### config.mk
export PLATFORM = sky130hd
export DESIGN_NAME = dual_thermistor_temp_monitor_core_flat
export DESIGN_NICKNAME = d
export VERILOG_FILES = /design/src/design/tmon_pkg.sv /design/src/design/tmon_if.sv /design/src/design/tmon_lane.sv /design/src/design/tmon_merge.sv /design/src/design/dual_thermistor_temp_monitor_core.sv /design/src/flat_wrapper.sv
export SDC_FILE = /design/constraint.sdc
export NUM_CORES = 1
export LEC_CHECK = 0
export ABC_AREA = 1
export BUFFER_PORTS_ARGS = -buffer_cell sky130_fd_sc_hd__buf_4
export CAP_MARGIN = 10
export CORE_ASPECT_RATIO = 0.6
export CORE_MARGIN = 2
export CORE_UTILIZATION = 25
export CTS_CLUSTER_SIZE = 8
export DETAILED_ROUTE_END_ITERATION = 7
export SETUP_SLACK_MARGIN = 0.02
export SYNTH_ARGS = -nofsm -noshare
export SYNTH_HDL_FRONTEND = slang
export SYNTH_SLANG_ARGS = --single-unit
### constraint.sdc
create_clock -name i_clk -period 5.2 [get_ports i_clk]
set_input_delay 0.26 -clock i_clk [delete_from_list [all_inputs] [get_ports i_clk]]
set_output_delay 0.26 -clock i_clk [all_outputs]
set_load 0.05 [all_outputs]
### src/design/tmon_pkg.sv
`timescale 1ns / 1ps
// ----------------------------------------------------------------------------
// tmon_pkg
// Types, constants and the thermistor table of the temperature monitor.
// ----------------------------------------------------------------------------
package tmon_pkg;

    localparam int TABLE_ENTRIES = 32;
    localparam int IDX_W         = $clog2(TABLE_ENTRIES);
    localparam int SAMPLE_W      = 12;
    localparam int FRAC_W        = 7;   // counts per table step are 2**FRAC_W
    localparam int TEMP_W        = 14;  // temperature times 128
    localparam int DIFF_W        = 13;  // largest drop between neighbor entries
    localparam int DEG_W         = 9;
    localparam int RUN_W         = 8;
    localparam int CFG_IDX_W     = 2;
    localparam int CFG_DATA_W    = 9;

    localparam logic [DEG_W-1:0] DEG_LOW_MARK  = 9'd511;
    localparam logic [RUN_W-1:0] RUN_MAX       = 8'd255;

    // Register indexes of the configuration port.
    typedef enum logic [CFG_IDX_W-1:0] {
        CFG_TEMP1_LIMIT = 2'd0,
        CFG_TEMP2_LIMIT = 2'd1,
        CFG_FAN_SETPT   = 2'd2,
        CFG_TRIP_LIMIT  = 2'd3
    } t_cfg_idx;

    // Configuration registers as seen by the merge stage.
    typedef struct packed {
        logic [DEG_W-1:0] temp1_limit;
        logic [DEG_W-1:0] temp2_limit;
        logic [DEG_W-1:0] fan_setpoint;
        logic [RUN_W-1:0] trip_run_limit;
    } t_cfg;

    // Load strobes for the two stages of a lane.
    typedef struct packed {
        logic ld_fetch;
        logic ld_interp;
    } t_lane_ctl;

    // Temperature times 128 at each table point, falling with the count.
    function automatic logic [TEMP_W-1:0] tmon_temp(input logic [IDX_W-1:0] idx);
        logic [TEMP_W-1:0] t;
        case (idx)
            5'd0:    t = 14'd15508;
            5'd1:    t = 14'd10939;
            5'd2:    t = 14'd8859;
            5'd3:    t = 14'd7536;
            5'd4:    t = 14'd6579;
            5'd5:    t = 14'd5826;
            5'd6:    t = 14'd5220;
            5'd7:    t = 14'd4715;
            5'd8:    t = 14'd4275;
            5'd9:    t = 14'd3879;
            5'd10:   t = 14'd3551;
            5'd11:   t = 14'd3229;
            5'd12:   t = 14'd2965;
            5'd13:   t = 14'd2706;
            5'd14:   t = 14'd2469;
            5'd15:   t = 14'd2261;
            5'd16:   t = 14'd2054;
            5'd17:   t = 14'd1861;
            5'd18:   t = 14'd1695;
            5'd19:   t = 14'd1530;
            5'd20:   t = 14'd1364;
            5'd21:   t = 14'd1215;
            5'd22:   t = 14'd1084;
            5'd23:   t = 14'd953;
            5'd24:   t = 14'd822;
            5'd25:   t = 14'd690;
            5'd26:   t = 14'd576;
            5'd27:   t = 14'd473;
            5'd28:   t = 14'd369;
            5'd29:   t = 14'd266;
            5'd30:   t = 14'd163;
            default: t = 14'd59;
        endcase
        return t;
    endfunction

endpackage

### src/design/tmon_if.sv
`timescale 1ns / 1ps
// ----------------------------------------------------------------------------
// tmon_if
// Valid/ready channels of the monitor: sample input, result output, config.
// ----------------------------------------------------------------------------
interface tmon_in_if;
    logic        valid;
    logic        ready;
    logic [11:0] sample_ch1;
    logic [11:0] sample_ch2;

    modport source (output valid, sample_ch1, sample_ch2, input ready);
    modport sink   (input valid, sample_ch1, sample_ch2, output ready);
endinterface

interface tmon_out_if;
    logic       valid;
    logic       ready;
    logic [8:0] degrees_ch1;
    logic [8:0] degrees_ch2;
    logic [1:0] fault_bits;
    logic       fan_on;
    logic       trip;

    modport source (output valid, degrees_ch1, degrees_ch2, fault_bits, fan_on, trip,
                    input ready);
    modport sink   (input valid, degrees_ch1, degrees_ch2, fault_bits, fan_on, trip,
                    output ready);
endinterface

interface tmon_cfg_if;
    logic       valid;
    logic       ready;
    logic [1:0] index;
    logic [8:0] data;

    modport source (output valid, index, data, input ready);
    modport sink   (input valid, index, data, output ready);
endinterface

### src/design/tmon_lane.sv
`timescale 1ns / 1ps
// ----------------------------------------------------------------------------
// tmon_lane
// One conversion lane: table fetch, then interpolation and scaling to degrees.
// ----------------------------------------------------------------------------
module tmon_lane
    import tmon_pkg::*;
(
    input  logic                i_clk,
    input  t_lane_ctl           i_ctl,
    input  logic [SAMPLE_W-1:0] i_sample,
    output logic [DEG_W-1:0]    o_degrees
);

    logic [IDX_W-1:0]  w_step;
    logic [IDX_W-1:0]  w_idx;
    logic [TEMP_W-1:0] w_hi;
    logic [TEMP_W-1:0] w_lo;

    logic [TEMP_W-1:0] r_hi;
    logic [DIFF_W-1:0] r_diff;
    logic [FRAC_W-1:0] r_frac;
    logic              r_low;

    logic [DIFF_W+FRAC_W-1:0] w_prod;
    logic [TEMP_W-1:0]        w_temp;
    logic [DEG_W-1:0]         n_degrees;
    logic [DEG_W-1:0]         r_degrees;

    // The segment below the sample's step starts at the previous table point.
    assign w_step = i_sample[SAMPLE_W-1:FRAC_W];
    assign w_idx  = w_step - IDX_W'(1);
    assign w_hi   = tmon_temp(w_idx);
    assign w_lo   = tmon_temp(w_idx + IDX_W'(1));

    // Fetch stage: both neighbor points and the offset inside the step.
    always_ff @(posedge i_clk) begin
        if (i_ctl.ld_fetch) begin
            r_hi   <= w_hi;
            r_diff <= DIFF_W'(w_hi - w_lo);
            r_frac <= i_sample[FRAC_W-1:0];
            r_low  <= (w_step == '0);
        end
    end

    // Interpolate downward from the upper point; an exact step gives a zero product.
    assign w_prod = r_diff * r_frac;
    assign w_temp = r_hi - TEMP_W'(w_prod >> FRAC_W);

    always_comb begin
        if (r_low) begin
            n_degrees = DEG_LOW_MARK;
        end else begin
            n_degrees = DEG_W'(w_temp >> FRAC_W);
        end
    end

    always_ff @(posedge i_clk) begin
        if (i_ctl.ld_interp) begin
            r_degrees <= n_degrees;
        end
    end

    assign o_degrees = r_degrees;

endmodule

### src/design/tmon_merge.sv
`timescale 1ns / 1ps
// ----------------------------------------------------------------------------
// tmon_merge
// Combines both lanes into fault bits, fan control and the trip run counter.
// ----------------------------------------------------------------------------
module tmon_merge
    import tmon_pkg::*;
(
    input  logic             i_clk,
    input  logic             i_rst_n,
    input  logic             i_load,
    input  t_cfg             i_cfg,
    input  logic [DEG_W-1:0] i_deg_ch1,
    input  logic [DEG_W-1:0] i_deg_ch2,
    output logic [DEG_W-1:0] o_deg_ch1,
    output logic [DEG_W-1:0] o_deg_ch2,
    output logic [1:0]       o_fault_bits,
    output logic             o_fan_on,
    output logic             o_trip
);

    logic [1:0]       n_fault_bits;
    logic             n_fan;
    logic [RUN_W-1:0] n_run;
    logic             n_trip;

    logic [DEG_W-1:0] r_deg_ch1;
    logic [DEG_W-1:0] r_deg_ch2;
    logic [1:0]       r_fault_bits;
    logic             r_fan;
    logic [RUN_W-1:0] r_run;
    logic             r_trip;

    // Over-limit flags of both channels.
    assign n_fault_bits = {i_deg_ch2 > i_cfg.temp2_limit, i_deg_ch1 > i_cfg.temp1_limit};

    // Fan follows channel one with a hold when it sits on the setpoint.
    always_comb begin
        if (i_deg_ch1 > i_cfg.fan_setpoint) begin
            n_fan = 1'b1;
        end else if (i_deg_ch1 < i_cfg.fan_setpoint) begin
            n_fan = 1'b0;
        end else begin
            n_fan = r_fan;
        end
    end

    // Run of faulty ticks, saturating, cleared by a clean tick.
    always_comb begin
        if (n_fault_bits == 2'b00) begin
            n_run = '0;
        end else if (r_run == RUN_MAX) begin
            n_run = r_run;
        end else begin
            n_run = r_run + RUN_W'(1);
        end
    end

    assign n_trip = (n_run > i_cfg.trip_run_limit);

    // Control state.
    always_ff @(posedge i_clk) begin
        if (!i_rst_n) begin
            r_fan <= 1'b0;
            r_run <= '0;
        end else if (i_load) begin
            r_fan <= n_fan;
            r_run <= n_run;
        end
    end

    // Result word.
    always_ff @(posedge i_clk) begin
        if (i_load) begin
            r_deg_ch1    <= i_deg_ch1;
            r_deg_ch2    <= i_deg_ch2;
            r_fault_bits <= n_fault_bits;
            r_trip       <= n_trip;
        end
    end

    assign o_deg_ch1    = r_deg_ch1;
    assign o_deg_ch2    = r_deg_ch2;
    assign o_fault_bits = r_fault_bits;
    assign o_fan_on     = r_fan;
    assign o_trip       = r_trip;

endmodule

### src/design/dual_thermistor_temp_monitor_core.sv
`timescale 1ns / 1ps
// ----------------------------------------------------------------------------
// dual_thermistor_temp_monitor_core
// Two thermistor lanes convert counts to degrees; a merge stage does the rest.
// ----------------------------------------------------------------------------
// Throughput: one word per cycle while o_out.ready does not stall the pipeline.
// An accepted sample word passes the two lane stages (table fetch,
// then multiply and scale) and the merge register to its result word.
// Reset (synchronous, active low) empties the pipeline, turns the fan off,
// clears the fault run and loads the limits 511/511/511 and trip run limit 5.
module dual_thermistor_temp_monitor_core
    import tmon_pkg::*;
(
    input  logic        i_clk,
    input  logic        i_rst_n,
    tmon_in_if.sink     i_in,
    tmon_out_if.source  o_out,
    tmon_cfg_if.sink    i_cfg
);

    t_cfg      r_cfg;
    t_lane_ctl w_ctl;
    logic      r_v_fetch;
    logic      r_v_interp;
    logic      r_v_out;
    logic      w_adv_fetch;
    logic      w_adv_interp;
    logic      w_adv_out;

    logic [DEG_W-1:0] w_deg_ch1;
    logic [DEG_W-1:0] w_deg_ch2;

    // Configuration registers; writes are always taken.
    assign i_cfg.ready = 1'b1;

    always_ff @(posedge i_clk) begin
        if (!i_rst_n) begin
            r_cfg.temp1_limit    <= 9'd511;
            r_cfg.temp2_limit    <= 9'd511;
            r_cfg.fan_setpoint   <= 9'd511;
            r_cfg.trip_run_limit <= 8'd5;
        end else if (i_cfg.valid) begin
            case (t_cfg_idx'(i_cfg.index))
                CFG_TEMP1_LIMIT: r_cfg.temp1_limit    <= i_cfg.data;
                CFG_TEMP2_LIMIT: r_cfg.temp2_limit    <= i_cfg.data;
                CFG_FAN_SETPT:   r_cfg.fan_setpoint   <= i_cfg.data;
                CFG_TRIP_LIMIT:  r_cfg.trip_run_limit <= i_cfg.data[RUN_W-1:0];
                default: begin
                end
            endcase
        end
    end

    // A stage advances when it is empty or the one after it advances.
    assign w_adv_out    = !r_v_out || o_out.ready;
    assign w_adv_interp = !r_v_interp || w_adv_out;
    assign w_adv_fetch  = !r_v_fetch || w_adv_interp;
    assign i_in.ready   = w_adv_fetch;

    assign w_ctl.ld_fetch  = w_adv_fetch && i_in.valid;
    assign w_ctl.ld_interp = w_adv_interp && r_v_fetch;

    always_ff @(posedge i_clk) begin
        if (!i_rst_n) begin
            r_v_fetch  <= 1'b0;
            r_v_interp <= 1'b0;
            r_v_out    <= 1'b0;
        end else begin
            if (w_adv_fetch) begin
                r_v_fetch <= i_in.valid;
            end
            if (w_adv_interp) begin
                r_v_interp <= r_v_fetch;
            end
            if (w_adv_out) begin
                r_v_out <= r_v_interp;
            end
        end
    end

    // Conversion lanes, one per thermistor.
    tmon_lane u_lane_ch1 (
        .i_clk     (i_clk),
        .i_ctl     (w_ctl),
        .i_sample  (i_in.sample_ch1),
        .o_degrees (w_deg_ch1)
    );

    tmon_lane u_lane_ch2 (
        .i_clk     (i_clk),
        .i_ctl     (w_ctl),
        .i_sample  (i_in.sample_ch2),
        .o_degrees (w_deg_ch2)
    );

    // Merge stage and output register.
    tmon_merge u_merge (
        .i_clk        (i_clk),
        .i_rst_n      (i_rst_n),
        .i_load       (w_adv_out && r_v_interp),
        .i_cfg        (r_cfg),
        .i_deg_ch1    (w_deg_ch1),
        .i_deg_ch2    (w_deg_ch2),
        .o_deg_ch1    (o_out.degrees_ch1),
        .o_deg_ch2    (o_out.degrees_ch2),
        .o_fault_bits (o_out.fault_bits),
        .o_fan_on     (o_out.fan_on),
        .o_trip       (o_out.trip)
    );

    assign o_out.valid = r_v_out;

endmodule

### src/flat_wrapper.sv
// flat-port wrapper written by rule: the top's interface ports become plain ports
module dual_thermistor_temp_monitor_core_flat import tmon_pkg::*;
  (i_clk, i_rst_n, i_in_valid, i_in_sample_ch1, i_in_sample_ch2, i_in_ready, o_out_valid, o_out_degrees_ch1, o_out_degrees_ch2, o_out_fault_bits, o_out_fan_on, o_out_trip, o_out_ready, i_cfg_valid, i_cfg_index, i_cfg_data, i_cfg_ready);
  tmon_in_if i_in_i ();
  tmon_out_if o_out_i ();
  tmon_cfg_if i_cfg_i ();
  input  logic i_clk;
  input  logic i_rst_n;
  input wire logic [$bits(i_in_i.valid)-1:0] i_in_valid;
  input wire logic [$bits(i_in_i.sample_ch1)-1:0] i_in_sample_ch1;
  input wire logic [$bits(i_in_i.sample_ch2)-1:0] i_in_sample_ch2;
  output wire logic [$bits(i_in_i.ready)-1:0] i_in_ready;
  output wire logic [$bits(o_out_i.valid)-1:0] o_out_valid;
  output wire logic [$bits(o_out_i.degrees_ch1)-1:0] o_out_degrees_ch1;
  output wire logic [$bits(o_out_i.degrees_ch2)-1:0] o_out_degrees_ch2;
  output wire logic [$bits(o_out_i.fault_bits)-1:0] o_out_fault_bits;
  output wire logic [$bits(o_out_i.fan_on)-1:0] o_out_fan_on;
  output wire logic [$bits(o_out_i.trip)-1:0] o_out_trip;
  input wire logic [$bits(o_out_i.ready)-1:0] o_out_ready;
  input wire logic [$bits(i_cfg_i.valid)-1:0] i_cfg_valid;
  input wire logic [$bits(i_cfg_i.index)-1:0] i_cfg_index;
  input wire logic [$bits(i_cfg_i.data)-1:0] i_cfg_data;
  output wire logic [$bits(i_cfg_i.ready)-1:0] i_cfg_ready;
  assign i_in_i.valid = i_in_valid;
  assign i_in_i.sample_ch1 = i_in_sample_ch1;
  assign i_in_i.sample_ch2 = i_in_sample_ch2;
  assign i_in_ready = i_in_i.ready;
  assign o_out_valid = o_out_i.valid;
  assign o_out_degrees_ch1 = o_out_i.degrees_ch1;
  assign o_out_degrees_ch2 = o_out_i.degrees_ch2;
  assign o_out_fault_bits = o_out_i.fault_bits;
  assign o_out_fan_on = o_out_i.fan_on;
  assign o_out_trip = o_out_i.trip;
  assign o_out_i.ready = o_out_ready;
  assign i_cfg_i.valid = i_cfg_valid;
  assign i_cfg_i.index = i_cfg_index;
  assign i_cfg_i.data = i_cfg_data;
  assign i_cfg_ready = i_cfg_i.ready;
  dual_thermistor_temp_monitor_core u_core (.i_clk(i_clk), .i_rst_n(i_rst_n), .i_in(i_in_i), .o_out(o_out_i), .i_cfg(i_cfg_i));
endmodule
==> results.txt <==
The flow ran to the end, but the final reports show violations. The checks that failed: negative setup slack. The final net count came out at between 2,000 and 3,000. The maximum clock rate is 183 MHz. The worst hold slack after final layout is between 0.04 and 0.05 ns. The worst setup path is captured at a flop. The kind of path behind the tightest hold check is input pin to flop. The number of global-route vias before repair is 14,200.

The count of standard-cell rows is 72. The number of placed I/O pins came out at 65. The total negative slack is -1.78 ns. The routed design could run at a clock period as short as 5.45 ns. Entering global routing, the biggest net connects 44 pins. Setup repair after global routing could not meet its margin everywhere. The count of antenna-violating nets left after detailed routing came out at 0.

The count of final hold-check violations came to 0. The library cells used most frequently in the layout, excluding fill and tap cells, are sky130_fd_sc_hd__nand2_1, sky130_fd_sc_hd__inv_1, sky130_fd_sc_hd__buf_4, sky130_fd_sc_hd__ha_1, sky130_fd_sc_hd__nor2_1. The total of buffers placed on input and output ports came out at 63. The wire length of the first global-routing pass is 78.5 mm. The total wirelength of the detailed-routed design is 49.5 mm.

The highest layer touched by signal routing is met5. The post-synthesis register bit count came out at about 150. The count of unresolved DRC violations after routing came out at 0. After detailed routing, the met3 layer carries 4.18 mm of wire.

The compound-gate portion of the synthesized area was 0.140. The total global routing track utilization is 0.146. The number of warnings issued by yosys came out at 0.

The routed metal-1 wirelength is 26.5 mm. The area growth from synthesis to layout is 27.9%. The total instance count after detailed placement came out at 3,178. Before CTS, the worst setup slack after placement is -0.344 ns. At the later pin of the worst-skew pair, clock insertion delay measures around 0.46 ns.

The data required time at the worst endpoint came out at 5.40 ns. The number of unique standard cell types used by synthesis is 58. On the critical path, the stage with the largest delay is an instance of sky130_fd_sc_hd__fa_1. The proportion of synthesized area in mux cells came out at 0. The proportion of layout cells with a drive suffix above 1 is 0.214. Max-cap violations in this run came to 0. The part of the cycle the worst path needs came out at 1.05. The die is about 340 um wide. The maximum clock insertion buffer count came out at 2. The number of antenna violations at the first check in global routing is 2. The setup violation total in the final timing report came out at 14. The master cell of the clock root buffer is sky130_fd_sc_hd__clkbuf_16.

The delay contributed by the slowest stage of the critical path came out at between 0.5 and 0.6 ns. The final max-slew violation count came out at 0. By startpoint and endpoint, the worst setup path is classified as flop to flop.

The number of inserted diodes is 0. The synthesized design contains 105 enable-type register cells. The number of buffers and inverters on the critical path came out at 5. The largest family of logic cells by synthesized area is adder cells. The number of nets produced by synthesis is 2,477. The number of buffers created by CTS is 17. The area of the die came out at 0.0682 sq mm.

The level count of the clock H-tree is 4. TritonCTS built the clock tree. The synthesized-area fraction occupied by adder cells is 0.264. The post-synthesis cell count came out at roughly 2,200.

The placed wire-length estimate came out at between 30 and 40 mm. For the pin with the worst max-slew slack, the measured transition is around 1.1 ns. The final cell count without fillers is 3,279. The sequential cell area fraction in the yosys report came out at 0.248.

The average routed wire per standard cell is between 15 and 20 um. The routability-driven placement congestion ratio came out at between 0.9 and 1. The number of design-rule violations left by the first detailed-router iteration came out at 1,357. The post-synth design cell area came out at 0.0165 sq mm. The CTS clock-pin slew for the worst setup and hold paths is ~0.07 ns.

The core region is approximately 0.065 sq mm. The count of vias placed by the detailed router is about 15,000. The die extent in y came out at 203 um. After detailed routing, the met2 layer carries around 19 mm of wire. The parity-gate share of the synthesized area counting xor and xnor cells is 0.0342. The average instance area after synthesis came out at 7.67 sq um. Clock skew on the completed layout was measured at between 0.02 and 0.025 ns. Data on the critical path arrives at its endpoint at 5.65 ns. The largest delay contributor family on the critical path is adder cells.

The top fanout value on the critical path came out at 6. The commonest non-fill, non-tap cell in the layout is sky130_fd_sc_hd__nand2_1. The async set-reset flop share out of synthesis came out at 0. The starting density of the core is 0.255.

The smallest setup slack after layout is -0.251 ns. The worst relative slew slack came out at 0.233. The dominant register cell in the synthesized netlist is sky130_fd_sc_hd__edfxtp_1. The clock sink total is roughly 150. The first TritonRoute pass finished after 5 iterations. The worst setup path is launched from a flop. The sum of overflow across all layers after global routing is 0.

The area share of and/or/nand/nor cells after synthesis came out at 0.196. The via count normalized by instance count is 4.60.
[kinds of logic (layout without fill, tap and decap cells)]
group,Yosys count,in the layout
simple gates,778,778
buf+inv,499,773
compound gates,386,386
fa+ha+maj,283,283
flops,152,152
xor+xnor,55,55
other cells,1,1
[through the flow]
step | cell area (sq um) | util
after floorplan | 16600 | -
after global placement | 19100 | 0.294
after detailed placement | 19100 | 0.294
after CTS | 20500 | 0.316
after global routing | 21100 | 0.326
final | 21100 | 0.326
[Yosys cell counts (3+ instances only)]
| cell type | n | area share |
|---|---|---|
| sky130_fd_sc_hd__o22ai_1 | 9 | 0.0034 |
| sky130_fd_sc_hd__nand2_4 | 3 | 0.0020 |
| sky130_fd_sc_hd__nand2_2 | 3 | 0.0011 |
| sky130_fd_sc_hd__o2111ai_1 | 3 | 0.0016 |
| sky130_fd_sc_hd__o311ai_0 | 7 | 0.0037 |
| sky130_fd_sc_hd__nand4_1 | 18 | 0.0068 |
| sky130_fd_sc_hd__a31oi_1 | 15 | 0.0057 |
| sky130_fd_sc_hd__buf_6 | 5 | 0.0034 |
| sky130_fd_sc_hd__buf_4 | 7 | 0.0032 |
| sky130_fd_sc_hd__nor2_1 | 132 | 0.030 |
| sky130_fd_sc_hd__nor2_4 | 3 | 0.0020 |
| sky130_fd_sc_hd__buf_2 | 10 | 0.0030 |
| sky130_fd_sc_hd__nor3_1 | 36 | 0.011 |
| sky130_fd_sc_hd__fa_1 | 108 | 0.13 |
| sky130_fd_sc_hd__ha_1 | 175 | 0.13 |
| sky130_fd_sc_hd__clkinv_1 | 4 | 0.00091 |
| sky130_fd_sc_hd__a221oi_1 | 4 | 0.0021 |
| sky130_fd_sc_hd__o21bai_1 | 5 | 0.0023 |
| sky130_fd_sc_hd__a21oi_1 | 132 | 0.040 |
| sky130_fd_sc_hd__inv_2 | 7 | 0.0016 |
| sky130_fd_sc_hd__nand3_1 | 85 | 0.026 |
| sky130_fd_sc_hd__dfxtp_1 | 47 | 0.057 |
| sky130_fd_sc_hd__o31ai_1 | 11 | 0.0050 |
| sky130_fd_sc_hd__nand3_2 | 3 | 0.0018 |
| sky130_fd_sc_hd__clkbuf_1 | 35 | 0.0080 |
| sky130_fd_sc_hd__o21ai_1 | 3 | 0.00091 |
| sky130_fd_sc_hd__a21o_1 | 13 | 0.0059 |
| sky130_fd_sc_hd__nand3b_1 | 3 | 0.0014 |
| sky130_fd_sc_hd__inv_1 | 430 | 0.098 |
| sky130_fd_sc_hd__a211oi_1 | 6 | 0.0027 |
| sky130_fd_sc_hd__o21ai_0 | 113 | 0.034 |
| sky130_fd_sc_hd__xnor2_1 | 29 | 0.015 |
| sky130_fd_sc_hd__xor2_1 | 21 | 0.011 |
| sky130_fd_sc_hd__nand2_1 | 482 | 0.11 |
| sky130_fd_sc_hd__o211ai_1 | 47 | 0.021 |
| sky130_fd_sc_hd__o21a_1 | 7 | 0.0032 |
| sky130_fd_sc_hd__edfxtp_1 | 105 | 0.19 |
[worst min-delay path, delay by kind of cell]
kind                   cells  cell delay [ns]
AND/OR/NAND/NOR            1             0.05
buffers and inverters      1             0.10
AO/OA/AOI/OAI              1             0.06
[timing repair]
item,CTS,global route
hold buffers,14,0
pin swaps,69,97
resized for setup,113,125
buffers inserted,38,21
setup endpoints to repair,14,14
endpoints found under the hold margin,14,0
[area by class of cell]
class	count	area [sq um]
fillers	6818	43700
multi-input cells	1503	11400
flip-flops and latches	152	4090
repair buffers	299	2370
inverters	442	1670
well taps	851	1060
clock buffers	20	447
clock inverters	12	105
[metal layers]
layer  GRT usage  up-vias
li1            -     7499
met1       0.240     7064
met2       0.187      497
met3      0.0356       24
met4      0.0213        4
met5           0        -
[worst paths after layout]
| kind | depth (start not counted) | slack (ns) | from | endpoint |
|---|---|---|---|---|
| worst max-delay path | 25 | -0.25 | u_core.u_lane_ch1.r_diff[4]$_DFFE_PP_ | u_core.u_lane_ch1.o_degrees[6]$_SDFFCE_PP1P_ |
| worst min-delay path | 3 | 0.05 | i_cfg_data[8] | u_core.r_cfg[25]$_SDFFE_PN1P_ |
| worst max register to register | 25 | -0.25 | u_core.u_lane_ch1.r_diff[4]$_DFFE_PP_ | u_core.u_lane_ch1.o_degrees[6]$_SDFFCE_PP1P_ |
| worst min register to register | 2 | 0.46 | u_core.r_cfg[3]$_SDFFE_PN0P_ | u_core.r_cfg[3]$_SDFFE_PN0P_ |
[flip-flops by register name, indices dropped and copies added (netlist names)]
register / count
u_core.u_lane_ch2.r_frac: 7
u_core.u_lane_ch2.r_diff: 13
u_core.u_merge.o_deg_ch1: 8
u_core.u_merge.r_run: 8
u_core.u_lane_ch2.o_degrees: 8
u_core.r_v_fetch: 1
u_core.r_v_interp: 1
u_core.u_lane_ch1.r_diff: 13
u_core.r_cfg: 35
u_core.u_lane_ch2.r_hi: 14
u_core.u_lane_ch1.r_low: 1
u_core.u_lane_ch1.r_frac: 7
u_core.u_lane_ch2.r_low: 1
u_core.u_merge.o_fault_bits: 2
u_core.u_lane_ch1.r_hi: 14
u_core.u_merge.o_fan_on: 1
u_core.u_lane_ch1.o_degrees: 8
u_core.o_out.valid: 1
u_core.u_merge.o_trip: 1
u_core.u_merge.o_deg_ch2: 8
Power is not shown: default switching activity piles up to over one toggle a cycle in this logic, so the estimate is an artifact.
